**src/hdl/directory_entry_lookup_defines.svh**
```systemverilog
// ----------------------------------------------------------------------------
// directory_entry_lookup_defines.svh
// Assertion macros for the directory entry lookup block.
// ----------------------------------------------------------------------------
`ifndef DIRECTORY_ENTRY_LOOKUP_DEFINES_SVH
`define DIRECTORY_ENTRY_LOOKUP_DEFINES_SVH

`ifndef SYNTHESIS
// check a property on every rising clk edge outside reset
`define DLK_ASSERT(label, prop, msg) \
	label: assert property (@(posedge clk) disable iff (!arst_n) (prop)) else $error(msg);
// check that a condition never holds
`define DLK_NEVER(label, cond, msg) \
	label: assert property (@(posedge clk) disable iff (!arst_n) !(cond)) else $error(msg);
`else
`define DLK_ASSERT(label, prop, msg)
`define DLK_NEVER(label, cond, msg)
`endif

`endif

```
**src/hdl/dlk_pkg.sv**
```systemverilog
// ----------------------------------------------------------------------------
// dlk_pkg
// Shared widths, codes and the broadcast control bundle of the lookup chain.
// ----------------------------------------------------------------------------
package dlk_pkg;

	localparam int KIND_W   = 2;
	localparam int IDX_W    = 6;
	localparam int CNT_W    = 7;
	localparam int WORD_W   = 64;
	localparam int TYPE_W   = 8;
	localparam int INODE_W  = 16;
	localparam int STATUS_W = 2;
	localparam int NAME_MAX_W = 4 * WORD_W;

	localparam int DEF_ENTRIES    = 64;
	localparam int DEF_NAME_BYTES = 32;

	localparam logic [KIND_W-1:0] KIND_LOAD   = 2'd0;
	localparam logic [KIND_W-1:0] KIND_LOOKUP = 2'd1;
	localparam logic [KIND_W-1:0] KIND_READ   = 2'd2;

	localparam logic [STATUS_W-1:0] STATUS_OK    = 2'd0;
	localparam logic [STATUS_W-1:0] STATUS_MISS  = 2'd1;
	localparam logic [STATUS_W-1:0] STATUS_RANGE = 2'd2;

	// control broadcast from the sequencer to every cell
	typedef struct packed {
		logic             flush;
		logic             wr_en;
		logic [IDX_W-1:0] wr_idx;
		logic             rd_mode;
		logic [IDX_W-1:0] rd_idx;
	} dlk_ctrl_t;

endpackage

```
**src/hdl/dlk_cell.sv**
```systemverilog
// ----------------------------------------------------------------------------
// dlk_cell
// One directory entry: stores name, type and inode, compares against the
// broadcast query (or its index against the read index, in read mode) while
// it holds the scan token, and passes the token on.
module dlk_cell #(
	parameter int CELL_IDX   = 0,
	parameter int NAME_BYTES = dlk_pkg::DEF_NAME_BYTES
) (
	input  logic                              clk,
	input  logic                              arst_n,
	input  dlk_pkg::dlk_ctrl_t                ctrl,
	input  logic [NAME_BYTES*8-1:0]           wr_name,
	input  logic [dlk_pkg::TYPE_W-1:0]        wr_type,
	input  logic [dlk_pkg::INODE_W-1:0]       wr_inode,
	input  logic [NAME_BYTES*8-1:0]           query,
	input  logic [NAME_BYTES*8-1:0]           care,
	input  logic                              tok_in,
	output logic                              tok_out,
	output logic                              sel,
	output logic [NAME_BYTES*8-1:0]           sel_name,
	output logic [dlk_pkg::TYPE_W-1:0]        sel_type,
	output logic [dlk_pkg::INODE_W-1:0]       sel_inode
);
	import dlk_pkg::*;

	localparam int NAME_W = NAME_BYTES * 8;
	localparam bit ADDRESSABLE = CELL_IDX < (1 << IDX_W);
	localparam logic [IDX_W-1:0] MY_IDX = IDX_W'(CELL_IDX);

	logic [NAME_W-1:0]  name_q;
	logic [TYPE_W-1:0]  type_q;
	logic [INODE_W-1:0] inode_q;
	logic               tok_q;
	logic               wr_hit;
	logic               rd_hit;
	logic               name_hit;

	assign wr_hit   = ADDRESSABLE && ctrl.wr_en && (ctrl.wr_idx == MY_IDX);
	assign rd_hit   = ADDRESSABLE && (ctrl.rd_idx == MY_IDX);
	// bytes up to and including the query terminator must agree
	assign name_hit = ((name_q ^ query) & care) == '0;

	always_ff @(posedge clk) begin
		if (wr_hit) begin
			name_q  <= wr_name;
			type_q  <= wr_type;
			inode_q <= wr_inode;
		end
	end

	always_ff @(posedge clk or negedge arst_n) begin
		if (!arst_n) begin
			tok_q <= 1'b0;
		end else begin
			tok_q <= ctrl.flush ? 1'b0 : tok_in;
		end
	end

	assign tok_out   = tok_q;
	assign sel       = tok_q && (ctrl.rd_mode ? rd_hit : name_hit);
	assign sel_name  = sel ? name_q : '0;
	assign sel_type  = sel ? type_q : '0;
	assign sel_inode = sel ? inode_q : '0;

endmodule
```
**config.mk**
```make
export PLATFORM = sky130hd
export DESIGN_NAME = dlk_cell
export DESIGN_NICKNAME = d
export VERILOG_FILES = /design/src/hdl/directory_entry_lookup_defines.svh /design/src/hdl/dlk_pkg.sv /design/src/hdl/dlk_cell.sv
export SDC_FILE = /design/constraint.sdc
export NUM_CORES = 1
export LEC_CHECK = 0
export BUFFER_PORTS_ARGS = -buffer_cell sky130_fd_sc_hd__buf_2
export CAP_MARGIN = 20
export CORE_AREA = 2 2 430 432
export CTS_BUF_LIST = sky130_fd_sc_hd__clkbuf_16
export DETAILED_ROUTE_END_ITERATION = 8
export DIE_AREA = 0 0 432 434
export GPL_TIMING_DRIVEN = 0
export PLACE_DENSITY = 0.33
export SYNTH_ARGS = -nofsm -noshare
export SYNTH_HDL_FRONTEND = slang
export SYNTH_SLANG_ARGS = --single-unit
```
**constraint.sdc**
```tcl
create_clock -name clk -period 2.2 [get_ports clk]
set_input_delay 0 -clock clk [delete_from_list [all_inputs] [get_ports clk]]
set_output_delay 0 -clock clk [all_outputs]
set_load 0.005 [all_outputs]
```
==> Word level (Yosys, flattened, before mapping) <==
Index checks and enable logic that the tools add are counted.
{ "op_classes": {"n_addsub": 0, "n_lt_le_gt_ge": 0, "n_div": 0, "mux": 5, "reduce_logical": 5, "n_bitwise": 2, "eq_ne": 0, "shift": 0, "mul": 0} }
{ "ops": {"columns": ["cell", "count"], "rows": [
  ["bitwise AND 256 bit", 1],
  ["zero test 256 bit", 1],
  ["two-way mux 256 bit", 1],
  ["XOR 256 bit", 1],
  ["two-way mux 16 bit", 1],
  ["zero test 6 bit", 2],
  ["two-way mux 8 bit", 1],
  ["logical AND 1 bit", 2],
  ["two-way mux 1 bit", 2]
]} }
{ "word_totals": {"inputBits": 810, "rom_bits": 0, "mem_bits_rw": 0, "regBits": 281, "latchBits": 0, "n_memories": 0, "elab_cells": 16, "out_inout_bits": 282} }

==> Depth between registers and ports, before layout <==
{ "depth": {"ltp_word": 6, "depth_mapped": 10, "mapped_depth_nobuf": 7} }

==> Worst setup path after synthesis <==
No wires, ideal clock.
{ "synth_path": {"path_kind": "in2reg", "from": "input ctrl[7] in the netlist's numbering", "to": "register inode_q[0], enable pin", "path_slack_ns": -26.410, "t_required_ns": 0.562, "setup_time_ns": 1.638, "path_stages": 1, "path_buffers": 0, "t_arrival_ns": 26.972, "cell_sequence": "nor4_1"} }
{ "synth_between": {"elab_chain_len": 2} }
{ "synth_rtl": {"columns": ["item", "line_no", "source"], "rows": [
  ["from (decl)", "dlk_cell.sv:12", "input dlk_pkg::dlk_ctrl_t ctrl,"],
  ["zero test 6 bit", "dlk_cell.sv:39", "assign wr_hit = ADDRESSABLE && ctrl.wr_en && (ctrl.wr_idx == MY_IDX);"],
  ["logical AND 1 bit", "dlk_cell.sv:39", null],
  ["to (signal assigned)", "dlk_cell.sv:48", "inode_q <= wr_inode;"],
  ["to (decl)", "dlk_cell.sv:33", "logic [INODE_W-1:0] inode_q;"]
]} }
Every way passes these cells.
A chain may end at the register's enable or synchronous reset.

==> Final worst setup path <==
{ "layout_path": {"from": "register name_q[86]", "to": "output sel_name[130]"} }
{ "layout_between": {"elab_chain_len": 6} }
{ "layout_rtl": {"columns": ["item", "line_no", "source"], "rows": [
  ["from (decl)", "dlk_cell.sv:31", "logic [NAME_W-1:0] name_q;"],
  ["from (signal assigned)", "dlk_cell.sv:46", "name_q <= wr_name;"],
  ["XOR 256 bit", "dlk_cell.sv:42", "assign name_hit = ((name_q ^ query) & care) == '0;"],
  ["bitwise AND 256 bit", "dlk_cell.sv:42", null],
  ["zero test 256 bit", "dlk_cell.sv:42", null],
  ["two-way mux 1 bit", "dlk_cell.sv:61", "assign sel = tok_q && (ctrl.rd_mode ? rd_hit : name_hit);"],
  ["logical AND 1 bit", "dlk_cell.sv:61", null],
  ["two-way mux 256 bit", "dlk_cell.sv:62", "assign sel_name = sel ? name_q : '0;"],
  ["to (decl)", "dlk_cell.sv:21", "output logic [NAME_BYTES*8-1:0] sel_name,"]
]} }
Every way passes these cells.

==> key figures <==
Outcome
  • Status: finished, violations left
  • Failing checks: negative setup slack

Die
  • Die Area: 187,500 um2
  • I/O Pins: 1,092
  • Core area: 182,500 um2
  • Die X: 432 um
  • Initial Util: 7.923%
  • Die H: 434 um
  • Rows: 157

STA
  • Min cycle time layout: 4.788 ns
  • Worst hold margin: 0.07673 ns
  • Worst slew pin tran: 1.292 ns
  • Final period util: 217.6%
  • Max Clk Rate: 208.9 MHz
  • Final setup violation count: 404
  • Final WS setup: -2.588 ns
  • Final hold vios: 0
  • Fin. max-slew vios: 0
  • Slew HR: 13.88%
  • RSZ-0062 raised after global routing: true

Critical path
  • Setup crit start kind: flip-flop
  • Setup crit end kind: output pin
  • Crit path cell chain: xor2_1, a22oi_2, nand4_1, nor4_4, nand4_1, or4_4, buf_12, buf_12, bufbuf_16, a21boi_2, buf_2
  • CP arrival: 4.79 ns
  • Setup CP Type: reg2out
  • Critical path fanouts, max: 12
  • Slowest CP cell: nor4_4
  • Req. time, crit path: 2.20 ns
  • Largest stage delay on the critical path: 0.72 ns

Synthesis
  • YS warnings: 0
  • Post-synth ARST share: 0.3559%
  • Unique masters post-synth: 21
  • Most common cell in the synthesized netlist: edfxtp_1
  • Synth area leaders: edfxtp_1 58%, xor2_1 16%, a21boi_1 9.9%
  • Post-Syn Instances: 1,057
  • Area share of the leading cell type in the synthesized netlist: 58.15%
  • EDFF count, synth: 280
  • Mapped Area: 14,460 um2
  • Syn Nets: 1,867
  • Syn avg cell area: 13.68 um2
  • Synth area leader: edfxtp_1
  • Register area share after synthesis: 58.32%
  • Commonest cells post-synth: 280 x edfxtp_1, 256 x xor2_1, 190 x a21boi_1, 120 x a22oi_1, 90 x a21boi_0
  • #FFs+latches synth: 281
  • Main synth FF type: edfxtp_1

Drt
  • Avg WL per Cell: 33.16 um
  • Initial drt markers: 855
  • DRC viols: 0
  • Total number of vias: 16.50k
  • Pre-antenna DRT Iters: 5
  • Drt total wl: 169,100 um
  • Via density: 3.234
  • Final antenna-violating net count: 0

Clock tree
  • Sink Count: 281
  • Clock H-tree levels: 2
  • Clock slew at reported path FFs: 0.05 ns
  • CTS buffer count: 48
  • CTS root buf: clkbuf_16
  • TritonCTS clock tree: built
  • CTS max path bufs: 3

Placed design
  • # port buffers: 1,091
  • GP Congestion: 0.8999
  • Place WS: -3.574 ns
  • Detailed Place HPWL: 142,500 um

Pwr
  • Seq pwr share: 35.6%
  • Sw Ratio: 26.74%
  • Clock power share: 51.3%
  • LEAKAGE: 0.01323 uW
  • Worst VDD drop: 556.6 uV
  • Combinational share of power: 13.1%
  • Power density cells: 531.5 nW/um2
  • Internal power: 12,300 uW
  • Net Switching: 4489 uW

Flow run
  • # Max-Cap Violations: 0

Layout
  • Area Overhead vs Synth: 118.4%
  • Final net count: 3,467
  • Share of cells above drive strength 1: 57.57%

Min path
  • Hold path depth: 2
  • Min-delay src: wr_name[74]
  • Hold/Removal Path Class: in2reg
  • WHS Endpoint: name_q[74]$_DFFE_PP_

GRT
  • Total GRT Usage: 17.33%
  • Pin count of the biggest net entering global routing: 15
  • Initial antenna violation count: 88
  • Via count of the first global-routing pass: 17.17k
  • First-pass GRT wire length: 201,700 um
  • Gr ovfl total: 0
-- registers in the layout, indices dropped and copies added, names as in the netlist --
name and cells:
inode_q 16, name_q 256, tok_out 1, type_q 8
-- cells by family (layout without fill, tap and decap cells) --
logic type | after synthesis | in the layout | share of synthesized area [%]
flops | 281 | 281 | 58.32
xor+xnor | 256 | 256 | 15.51
buf+inv | 62 | 1699 | 2.752
other cells | 0 | 22 | 0
compound gates | 408 | 408 | 21.24
simple gates | 50 | 50 | 2.181
-- power groups by stage --
stage	Combinational, uW	Sequential, uW	Clock [uW]
final	2190	5970	8620
after global routing	2350	5970	9180
after CTS	2240	5980	9070
after detailed placement	1580	6090	0
after global placement	1560	6100	0
after floorplan	342	6060	0
-- stage by stage --
stage | instance area [um2] | std cells | TNS, ns | power, uW | utilization (%)
after CTS | 31230 | 5075 | -822.31 | 17290 | 17.11
after global placement | 23720 | 4533 | -5518.20 | 7660 | 13.00
after detailed placement | 24300 | 4572 | -941.88 | 7668 | 13.32
final | 31580 | 5101 | -710.29 | 16790 | 17.30
after floorplan | 15280 | 1057 | -2162.99 | 6405 | -
after global routing | 31560 | 5095 | -818.77 | 17510 | 17.30
-- layout make-up --
cell class / instances / area, um2
fillers: 20418 / 150900
repair buffers: 1552 / 10690
flip-flops and latches: 281 / 8433
multi-input cells: 714 / 6934
well taps: 2385 / 2984
clock buffers: 48 / 1201
plain buffers: 60 / 802.0
clock inverters: 39 / 480.5
diodes: 22 / 55.05
-- worst max path at each step --
stage,slack (ns),end,startpoint,depth (start not counted)
finish,-2.59,sel_name[130],name_q[86]$_DFFE_PP_,11
global route,-2.92,sel_name[121],name_q[148]$_DFFE_PP_,12
CTS,-2.98,sel_name[61],name_q[148]$_DFFE_PP_,11
detailed placement,-3.57,sel_name[61],name_q[57]$_DFFE_PP_,10
global placement,-15.76,name_q[231]$_DFFE_PP_,ctrl[9],3
floorplan,-7.68,inode_q[0]$_DFFE_PP_,ctrl[9],2
-- worst max-delay path, delay by kind of cell (launching register included) --
family          cells  cell delay, ns
simple gates        4            1.97
buf+inv             4            0.83
xor+xnor            1            0.21
flops               1            0.54
compound gates      2            0.51
-- metal layers --
metal / GRT usage [%] / wire length, um / vias to the layer above
met1: 20.51 / 68240 / 8149
li1: - / - / 7334
met3: 3.465 / 8707 / 213
met5: 0 / 292 / -
met4: 4.116 / 4172 / 48
met2: 31.76 / 87710 / 754
-- repair_timing --
item,CTS,global route
setup endpoints to repair,365,414
gates cloned,9,1
hold buffers,392,1
endpoints found under the hold margin,326,44
resized for setup,179,91
setup buffers,16,7
pin swaps,29,29
-- placed cells by master (no fill, tap or decap), types with 23 or more instances in the layout --
cell and instances:
a21boi_2 228, a21boi_4 31, a22oi_1 116, buf_12 28
buf_2 1045, buf_6 52, buf_8 23, clkbuf_16 53
dlygate4sd3_1 392, edfxtp_1 280, nand4_1 34, xor2_1 256
No activity file was read; power rests on OpenSTA's default activity.
